--- src/srat_pkg.sv ---
// Shared types and constants for the section region address translator.
// Holds the region table size, operation and register codes, and the
// packed transaction types. No dependencies.
package srat_pkg;

  // Region table size and derived widths
  localparam int MAX_REGIONS = 16;
  localparam int IDX_W       = (MAX_REGIONS > 1) ? $clog2(MAX_REGIONS) : 1;
  localparam int CNT_W       = $clog2(MAX_REGIONS + 1);

  // Configuration register widths and reset values
  localparam int SC_W              = 5;
  localparam int AL_W              = 5;
  localparam logic [AL_W-1:0] ALIGN_RESET = 5'd12;

  // Configuration register indexes (byte address bit 2)
  localparam logic REG_SECTION_COUNT = 1'b0;
  localparam logic REG_ALIGNMENT     = 1'b1;

  // Operation codes
  localparam logic [1:0] OP_WRITE     = 2'd0;
  localparam logic [1:0] OP_TRANSLATE = 2'd1;
  localparam logic [1:0] OP_QUERY     = 2'd2;

  typedef struct packed {
    logic [1:0]  op;
    logic [3:0]  entry_index;
    logic [31:0] region_start;
    logic [31:0] mapped_size;
    logic [31:0] stored_size;
    logic [31:0] backing_base;
    logic [31:0] query_address;
  } in_t;

  typedef struct packed {
    logic        hit;
    logic [3:0]  region_index;
    logic [32:0] backing_offset;
    logic [31:0] next_free_address;
  } out_t;

  // One region table entry
  typedef struct packed {
    logic [31:0] start;
    logic [31:0] span;
    logic [31:0] base;
  } entry_t;

endpackage

--- src/section_region_address_translator_top.sv ---
// Top level of the section region address translator: APB registers,
// lookup sequencer with one shared range comparator, output register.
// Depends on srat_pkg and srat_region_mem.
//
//   channel | direction | handshake            | payload
//   in_     | input     | in_valid / in_stall  | srat_pkg::in_t
//   out_    | output    | out_valid / out_stall| srat_pkg::out_t
//   APB     | input     | psel/penable/pwrite  | two 5-bit registers
//
// Write or unused op goes straight to finish. Query scans n entries and rounds,
// n = min(section_count, 16); translate scans to the first hit and adds the offset.
// The scan reads one entry per cycle through the single comparator.
// Reset (rst_n low, synchronous) sets section_count 0 and alignment_log2 12;
// the table is not cleared. in_stall is high while an item is in work; a result
// stalled in the output register holds only the following result back.
module section_region_address_translator_top (
  input  logic            clk,
  input  logic            rst_n,
  input  logic            in_valid,
  output logic            in_stall,
  input  srat_pkg::in_t   in_data,
  output logic            out_valid,
  input  logic            out_stall,
  output srat_pkg::out_t  out_data,
  input  logic            psel,
  input  logic            penable,
  input  logic            pwrite,
  input  logic [2:0]      paddr,
  input  logic [31:0]     pwdata,
  output logic [31:0]     prdata,
  output logic            pready
);
  import srat_pkg::*;

  localparam int CMP_W = CNT_W + SC_W;

  typedef enum logic [2:0] {
    ST_IDLE,
    ST_SCAN,
    ST_OFFSET,
    ST_ROUND,
    ST_FINISH
  } state_t;

  state_t            state_r, state_nxt;
  logic [SC_W-1:0]   section_count_r, section_count_nxt;
  logic [AL_W-1:0]   align_r, align_nxt;
  logic [IDX_W-1:0]  chk_r, chk_nxt;
  logic [CNT_W-1:0]  n_r, n_nxt;
  logic [1:0]        op_r, op_nxt;
  logic [31:0]       qa_r, qa_nxt;
  logic [31:0]       hi_r, hi_nxt;
  logic [31:0]       diff_r, diff_nxt;
  logic [31:0]       base_r, base_nxt;
  out_t              res_r, res_nxt;
  out_t              out_data_r, out_data_nxt;
  logic              out_valid_r, out_valid_nxt;

  logic              cfg_wr;
  logic [CNT_W-1:0]  n_sat;
  logic              in_acc;
  logic              mem_wr_en;
  entry_t            mem_wr_data;
  logic [IDX_W-1:0]  mem_rd_addr;
  entry_t            mem_rd_data;
  logic [31:0]       end_addr;
  logic              in_range;
  logic              last_entry;
  logic [31:0]       align_mask;
  logic [32:0]       round_sum;

  srat_region_mem u_mem (
    .clk     (clk),
    .wr_en   (mem_wr_en),
    .wr_addr (IDX_W'(in_data.entry_index)),
    .wr_data (mem_wr_data),
    .rd_addr (mem_rd_addr),
    .rd_data (mem_rd_data)
  );

  // APB register access
  assign pready = 1'b1;
  assign cfg_wr = psel & penable & pwrite;
  assign prdata = (paddr[2] == REG_ALIGNMENT) ? 32'(align_r) : 32'(section_count_r);

  // searched entry count, saturated to the table size
  assign n_sat = (CMP_W'(section_count_r) > CMP_W'(MAX_REGIONS)) ?
                 CNT_W'(MAX_REGIONS) : CNT_W'(section_count_r);

  assign in_stall  = (state_r != ST_IDLE);
  assign in_acc    = in_valid & ~in_stall;
  assign out_valid = out_valid_r;
  assign out_data  = out_data_r;

  // write data: span is the larger of the two sizes
  assign mem_wr_data.start = in_data.region_start;
  assign mem_wr_data.span  = (in_data.mapped_size > in_data.stored_size) ?
                             in_data.mapped_size : in_data.stored_size;
  assign mem_wr_data.base  = in_data.backing_base;
  assign mem_wr_en = in_acc && (in_data.op == OP_WRITE) &&
                     (32'(in_data.entry_index) < 32'(MAX_REGIONS));

  // shared range unit
  assign end_addr   = mem_rd_data.start + mem_rd_data.span;
  assign in_range   = (qa_r >= mem_rd_data.start) && (qa_r < end_addr);
  assign last_entry = ((CNT_W'(chk_r) + CNT_W'(1)) == n_r);

  // rounding
  assign align_mask = (32'd1 << align_r) - 32'd1;
  assign round_sum  = {1'b0, hi_r} + {1'b0, align_mask};

  // sequencer
  always_comb begin
    state_nxt         = state_r;
    section_count_nxt = section_count_r;
    align_nxt         = align_r;
    chk_nxt           = chk_r;
    n_nxt             = n_r;
    op_nxt            = op_r;
    qa_nxt            = qa_r;
    hi_nxt            = hi_r;
    diff_nxt          = diff_r;
    base_nxt          = base_r;
    res_nxt           = res_r;
    out_data_nxt      = out_data_r;
    out_valid_nxt     = out_valid_r;
    mem_rd_addr       = IDX_W'(chk_r + 1'b1);

    if (cfg_wr) begin
      if (paddr[2] == REG_ALIGNMENT) begin
        align_nxt = pwdata[AL_W-1:0];
      end else begin
        section_count_nxt = pwdata[SC_W-1:0];
      end
    end

    // output register drains
    if (out_valid_r && !out_stall) begin
      out_valid_nxt = 1'b0;
    end

    unique case (state_r)
      ST_IDLE: begin
        mem_rd_addr = '0;
        if (in_acc) begin
          op_nxt  = in_data.op;
          qa_nxt  = in_data.query_address;
          res_nxt = '0;
          hi_nxt  = '0;
          chk_nxt = '0;
          n_nxt   = n_sat;
          if ((in_data.op == OP_TRANSLATE || in_data.op == OP_QUERY) &&
              (n_sat != '0)) begin
            state_nxt = ST_SCAN;
          end else begin
            state_nxt = ST_FINISH;
          end
        end
      end

      ST_SCAN: begin
        if (op_r == OP_TRANSLATE) begin
          if (in_range) begin
            diff_nxt             = qa_r - mem_rd_data.start;
            base_nxt             = mem_rd_data.base;
            res_nxt.region_index = 4'(chk_r);
            state_nxt            = ST_OFFSET;
          end else if (last_entry) begin
            state_nxt = ST_FINISH;
          end else begin
            chk_nxt = IDX_W'(chk_r + 1'b1);
          end
        end else begin
          if (end_addr > hi_r) begin
            hi_nxt = end_addr;
          end
          if (last_entry) begin
            state_nxt = ST_ROUND;
          end else begin
            chk_nxt = IDX_W'(chk_r + 1'b1);
          end
        end
      end

      ST_OFFSET: begin
        res_nxt.hit            = 1'b1;
        res_nxt.backing_offset = {1'b0, base_r} + {1'b0, diff_r};
        state_nxt              = ST_FINISH;
      end

      ST_ROUND: begin
        res_nxt.next_free_address = round_sum[31:0] & ~align_mask;
        state_nxt                 = ST_FINISH;
      end

      ST_FINISH: begin
        if (!out_valid_r || !out_stall) begin
          out_data_nxt  = res_r;
          out_valid_nxt = 1'b1;
          state_nxt     = ST_IDLE;
        end
      end

      default: begin
        state_nxt = ST_IDLE;
      end
    endcase
  end

  // state and registered outputs
  always_ff @(posedge clk) begin
    if (!rst_n) begin
      state_r         <= ST_IDLE;
      section_count_r <= '0;
      align_r         <= ALIGN_RESET;
      out_valid_r     <= 1'b0;
      chk_r           <= '0;
    end else begin
      state_r         <= state_nxt;
      section_count_r <= section_count_nxt;
      align_r         <= align_nxt;
      out_valid_r     <= out_valid_nxt;
      chk_r           <= chk_nxt;
    end
    n_r        <= n_nxt;
    op_r       <= op_nxt;
    qa_r       <= qa_nxt;
    hi_r       <= hi_nxt;
    diff_r     <= diff_nxt;
    base_r     <= base_nxt;
    res_r      <= res_nxt;
    out_data_r <= out_data_nxt;
  end

  // scan pointer never passes the searched entry count
  a_scan_bound: assert property (@(posedge clk) disable iff (!rst_n)
    (state_r == ST_SCAN) |-> (CNT_W'(chk_r) < n_r))
    else $error("scan pointer beyond searched entries");

  // a hit never carries a next-free address
  a_hit_no_free: assert property (@(posedge clk) disable iff (!rst_n)
    (out_valid_r && out_data_r.hit) |-> (out_data_r.next_free_address == '0))
    else $error("hit result carries next free address");

  // a miss reports no index and no offset
  a_miss_zero: assert property (@(posedge clk) disable iff (!rst_n)
    (out_valid_r && !out_data_r.hit) |->
    (out_data_r.region_index == '0 && out_data_r.backing_offset == '0))
    else $error("miss result carries index or offset");

  // a finished transaction never overwrites a result still stalled
  a_no_overrun: assert property (@(posedge clk) disable iff (!rst_n)
    (state_r == ST_FINISH && out_valid_r && out_stall) |=> (state_r == ST_FINISH))
    else $error("result issued over a stalled output");

endmodule

--- src/srat_region_mem.sv ---
// Region table storage: one write port, one read port, registered read data.
// Depends on srat_pkg for the entry type and table depth.
module srat_region_mem (
  input  logic                    clk,
  input  logic                    wr_en,
  input  logic [srat_pkg::IDX_W-1:0] wr_addr,
  input  srat_pkg::entry_t        wr_data,
  input  logic [srat_pkg::IDX_W-1:0] rd_addr,
  output srat_pkg::entry_t        rd_data
);
  import srat_pkg::*;

  entry_t mem [MAX_REGIONS];
  entry_t rd_data_r;

  // write port
  always_ff @(posedge clk) begin
    if (wr_en) begin
      mem[wr_addr] <= wr_data;
    end
  end

  // registered read port
  always_ff @(posedge clk) begin
    rd_data_r <= mem[rd_addr];
  end

  assign rd_data = rd_data_r;

endmodule

--- config.mk ---
export PLATFORM = sky130hd
export DESIGN_NAME = section_region_address_translator_top
export DESIGN_NICKNAME = d
export VERILOG_FILES = /design/src/srat_pkg.sv /design/src/section_region_address_translator_top.sv /design/src/srat_region_mem.sv
export SDC_FILE = /design/constraint.sdc
export NUM_CORES = 2
export LEC_CHECK = 0
export BUFFER_PORTS_ARGS = -buffer_cell sky130_fd_sc_hd__buf_2
export CORE_MARGIN = 2
export CORE_UTILIZATION = 55
export DETAILED_ROUTE_END_ITERATION = 8
export GPL_ROUTABILITY_DRIVEN = 0
export PLACE_DENSITY = 0.74
export RECOVER_POWER = 50
export REMOVE_ABC_BUFFERS = 1
export SYNTH_ARGS = -nofsm -noshare
export SYNTH_HDL_FRONTEND = slang
export SYNTH_SLANG_ARGS = --single-unit
--- constraint.sdc ---
create_clock -name clk -period 22.4 [get_ports clk]
set_clock_uncertainty 0.05 [all_clocks]
set_input_delay 1.12 -clock clk [delete_from_list [all_inputs] [get_ports clk]]
set_output_delay 1.12 -clock clk [all_outputs]
set_load 0.01 [all_outputs]
Yosys cells after proc, flatten, opt, wreduce, memory -nomap -nowiden
Memory sizes are Yosys's and may differ from the RTL's. A register that Yosys moved wholly into a read port is not among the register bits.
Cells that the tools add are included.
Widths: inputs -> output; s select.

cells by class
  add/sub/neg operators = 7
  magnitude comparators = 5
  equality and inequality tests = 17
  shifts and indexed selects = 1
  multiplexer cells = 33
  bitwise operators = 7
  reductions and logical operators = 27

operators by type and width
  cell                   count
  $mux 32                4
  $pmux 32 s2            2
  $mux 70                1
  $pmux 33 s2            1
  $add 32x32->32         2
  $gt 32x32->1           2
  $add 32x32->33         1
  $and 32x32->32         1
  $ge 32x32->1           1
  $lt 32x32->1           1
  $not 32->32            1
  $shl 1x5->32 const A   1
  $sub 32x1->32 const B  1
  $sub 32x32->32         1
  $mux 4                 7
  $mux 3                 7
  $pmux 4 s2             2
  $ne 2x2->1 const B     6
  $pmux 3 s4             1
  $reduce_and 2->1       6
  $reduce_and 4->1       3
  $mux 5                 2
  $ne 3x3->1 const B     3
  $eq 3x2->1 const B     2
  22 further kinds       38

storage, ports and cells
  register bits = 293
  bits in writable memories = 1536
  input port bits = 208
  memories kept = 1

memories
  name       depth  bits a word  rd ports  clocked after memory_dff  write ports  RTL line               text
  u_mem.mem  16     96           1         1                         1            srat_region_mem.sv:13  entry_t mem [MAX_REGIONS];

Longest topological paths before layout
  word-level depth = 7
  depth in mapped cells = 22
  depth with buffers taken out = 21

Modules after synthesis
Synthesis repeated with hierarchy kept, for this count alone.

second synthesis, totals
  cell total of the unflattened synthesis = 4321
  area total of the unflattened synthesis = 78754.3 um2

modules (own cells, without submodules)
  module                                 times used  cells an instance  area an instance (um2)  sequential area each (um2)
  srat_region_mem                        1           2460               59355.7                 48046.1
  section_region_address_translator_top  1           1861               19398.6                 8618.3

Least setup slack after synthesis
Ideal clock, no wire load.

  path type = input-to-reg
  from = input in_valid
  to = memory u_mem.mem[0][0] (netlist bit) (enable)
  library setup time = 0.670 ns
  arrival time = 9.119 ns
  data required time = 21.680 ns
  slack = 12.562 ns
  stages on the path = 5
  path through = nand2_1 -> inv_1 -> nand2_1 -> or3_1 -> nor3_1

on the way
  cells in the longest elaborated chain, start to end = 4

RTL lines
  item                          RTL line                                      text
  start: declaration            section_region_address_translator_top.sv:19   input logic in_valid,
  $and 1x1->1                   section_region_address_translator_top.sv:91   assign in_acc = in_valid & ~in_stall;
  $logic_and 1x1->1             section_region_address_translator_top.sv:100  assign mem_wr_en = in_acc && (in_data.op == OP_WRITE) &&
  $mux 1                        srat_region_mem.sv:18                         if (wr_en) begin
  $mux 1 (implied by the code)  srat_region_mem.sv:19                         mem[wr_addr] <= wr_data;
  end: declaration              srat_region_mem.sv:13

No other way between the ends.

Worst setup path after layout
  from = register chk_r[0]
  to = register, netlist name u_mem.rd_data[67]

on the way
  cells in the longest elaborated chain, start to end = 2

RTL lines
  item                      RTL line                                      text
  start: declaration        section_region_address_translator_top.sv:48   logic [IDX_W-1:0] chk_r, chk_nxt;
  start signal: assignment  section_region_address_translator_top.sv:223  chk_r <= chk_nxt;
  $add 4x1->4               section_region_address_translator_top.sv:127  mem_rd_addr = IDX_W'(chk_r + 1'b1);
  $mux 4                    section_region_address_translator_top.sv:142  unique case (state_r)

No other way between the ends.
A chain may end at the register's enable or synchronous reset.

==> flow_metrics.py <==
metrics = {
    "floorplanning": {
        "die_width_um": 389,
        "io_pins": 313,
        "die_area_um2": 151000,
        "rows": 141,
        "core_area_um2": 147000,
        "start_util": 0.553,
        "dieHeight_um": 389,
    },
    "placement": {
        "place_hpwl_um": 111000,
        "io_buffers": 255,
    },
    "synthesis": {
        "synth_cell_type_count": 86,
        "yosysTopAreaCellShare": 0.667,
        "synth_edf_count": 1811,
        "ys_async_sr_fraction": 0,
        "ys_warn_count": 0,
        "netlist_instances": 5453,
        "synthesis.area_um2": 81600,
        "synth_ff_type": "edfxtp_1",
        "ys_ff_latch": 1925,
        "yosysSeqAreaShare": 0.695,
        "netlist_top_cells_area": "edfxtp_1 (67%), mux2i_1 (4.9%), ha_1 (3.4%), dfxtp_1 (2.8%), a211oi_1 (2.8%)",
        "avgSynthCellArea_um2": 15.0,
        "yosysTopAreaCell": "edfxtp_1",
    },
    "clock_network": {
        "cts_tree": "built",
        "numCtsBuffers": 183,
        "clkSlewWorstSetupHoldPaths_ns": 0.06,
        "post_cts_resized": 0,
        "htree_num_levels": 4,
        "cts_setup_buffers": 0,
        "cts_sinks": 1925,
        "cts.path.max_buffers": 3,
        "cts_hold_buf": 0,
        "root_buffer": "clkbuf_16",
        "clock_latency_ns": 0.83,
    },
    "worst_setup_path": {
        "worst-setup-path-type": "flop to flop",
        "cp_top_family": "flip-flops",
        "r2r_setup_slack_ns": 15.30,
        "cpMostUsedCell": "buf_4",
        "critPathRequiredTime_ns": 23.01,
        "cp_max_fo": 93,
        "reg2reg_depth": 7,
        "critPathBufInv": 3,
        "critPathArrivalTime_ns": 7.71,
        "max_stage_delay_ns": 2.37,
        "r2r-end": "u_mem.rd_data[67]$_DFF_P_",
        "cp_slowest_cell": "dfxtp_1",
        "critical_path.startpoint": "chk_r[0]$_SDFFE_PN0P_",
        "endpoint": "u_mem.rd_data[67]$_DFF_P_",
        "cp.depth": 7,
        "worstSetupEndpointType": "flop",
        "cp-start-kind": "flop",
        "worstPathCellList": "nand2b_4, buf_12, buf_4, buf_4, mux2i_1, mux4_2, a21oi_1",
        "r2r_start": "chk_r[0]$_SDFFE_PN0P_",
    },
    "status": {
        "status": "finished with violations",
        "violations": "max-capacitance violations, max-slew violations",
    },
    "run": {
        "drv_cap": 9,
    },
    "drt": {
        "first_pass_iters": 6,
        "finalWirelength_um": 201000,
        "vias": 48000,
        "wl_per_cell_um": 25.8,
        "vias_per_cell": 6.16,
        "final_antenna_net_count": 0,
        "drt_iter0_markers": 5319,
        "drc": 0,
    },
    "worst_hold_path": {
        "hold_path.class": "flop to flop",
    },
    "pwr": {
        "irDropWorstVdd_uv": 83.6,
        "power_uw": 8410,
        "leakage_uw": 0.0315,
        "p_per_area_nw_per_um2": 92.6,
    },
    "grt": {
        "grt_max_degree": 171,
        "antenna_found_initial": 23,
        "grt_pass1_vias": 45700,
        "track_usage": 0.261,
        "grt_pass1_wl_um": 292000,
        "grt-ovfl-total": 0,
    },
    "timing": {
        "setup_viol": 0,
        "finalMaxSlewViolations": 345,
        "hold_viol": 0,
        "period_share": 0.317,
        "min_period_ns": 7.10,
        "relSlewSlack": -1.20,
        "worstMarginPinSlew_ns": 3.30,
        "rsz0062_at_grt": "no",
        "fmax_mhz": 141,
    },
    "cells_and_area": {
        "final_util": 0.616,
        "most-common-layout-cells": "edfxtp_1 (1811), nand2_1 (484), mux2i_1 (397)",
        "final_common_cell": "edfxtp_1",
        "syn_to_final_growth_pct": 11.3,
        "multi_input_area_um2": 23200,
        "regArea_um2": 56700,
        "n_fill_cell": 10500,
        "nNetsFinal": 6116,
        "layout-drive-gt1-share": 0.0981,
    },
}
==> Yosys cell counts, types with 96 or more instances <==
| cell | n |
|---|---|
| mux2i_1 | 397 |
| a311oi_1 | 99 |
| a21oi_1 | 221 |
| inv_1 | 173 |
| edfxtp_1 | 1811 |
| nor2b_1 | 228 |
| a31oi_1 | 114 |
| nand2_1 | 485 |
| mux4_2 | 96 |
| nor2_1 | 167 |
| ha_1 | 221 |
| clkbuf_1 | 239 |
| dfxtp_1 | 114 |
| a211oi_1 | 304 |
==> metrics by stage <==
| stage | cells | hold slack [ns] | TNS [ns] | worst slack (ns) | area, um2 |
|---|---|---|---|---|---|
| 3_5_place_dp | 7428 | 0.339 | 0 | 15.91 | 84900 |
| 4_1_cts | 7772 | 0.347 | 0 | 15.82 | 91100 |
| 2_1_floorplan | 5178 | 0.336 | -1354.54 | -14.11 | 80400 |
| 6_report | 7783 | 0.353 | 0 | 15.30 | 90800 |
| 3_3_place_gp | 7428 | 0.339 | 0 | 15.93 | 84900 |
| 5_1_grt | 7777 | 0.358 | 0 | 14.95 | 90800 |
==> cell type report <==
| cell class | instances | share of cell area |
|---|---|---|
| Multi-Input combinational cell | 3079 | 0.256 |
| Antenna cell | 11 | 0.000303 |
| Inverter | 174 | 0.00719 |
| Tap cell | 1930 | 0.0266 |
| Sequential cell | 1925 | 0.624 |
| Clock inverter | 101 | 0.0116 |
| Timing Repair Buffer | 320 | 0.0188 |
| Clock buffer | 243 | 0.0556 |
==> sequential cells by signal, indices dropped and copies added, names as in the netlist <==
register / count
align_r: 5
base_r: 32
chk_r: 4
diff_r: 32
hi_r: 32
n_r: 5
op_r: 2
out_data: 70
out_valid: 1
qa_r: 32
res_r: 70
section_count_r: 5
state_r: 3
u_mem.mem: 1536
u_mem.rd_data: 96
==> power breakdown <==
group          leakage [uW]  internal [uW]  total (uW)  switching [uW]
registers            0.0174           4070        4130            64.1
clock network       0.00301           1790        3100            1310
logic                0.0111            427        1170             746
total                0.0315           6290        8410            2120
==> cells by family after synthesis <==
kind of cell             synth area share
flip-flops                          0.695
AND/OR/NAND/NOR                    0.0674
AO/OA/AOI/OAI                      0.0891
multiplexers                       0.0805
buffers and inverters              0.0234
adder cells (fa/ha/maj)            0.0350
XOR/XNOR                          0.00988
other                           0.0000921
==> routing by layer <==
metal	GRT usage	share of wire
met1	0.368	0.41
met4	0.0985	0.035
met2	0.410	0.47
met5	0	0.00064
met3	0.0471	0.089
==> worst min-delay path by stage <==
stage / start / to / slack, ns / cells after the start
after floorplan: u_mem.rd_data[0]$_DFF_P_ / base_r[0]$_DFFE_PP_ / 0.34 / 0
after global placement: u_mem.rd_data[6]$_DFF_P_ / base_r[6]$_DFFE_PP_ / 0.34 / 0
final: u_mem.rd_data[28]$_DFF_P_ / base_r[28]$_DFFE_PP_ / 0.35 / 0
after detailed placement: u_mem.rd_data[3]$_DFF_P_ / base_r[3]$_DFFE_PP_ / 0.34 / 0
after global routing: u_mem.rd_data[23]$_DFF_P_ / base_r[23]$_DFFE_PP_ / 0.36 / 0
after CTS: u_mem.rd_data[1]$_DFF_P_ / base_r[1]$_DFFE_PP_ / 0.35 / 0
Note: power is estimated with default switching activity, not from simulation.
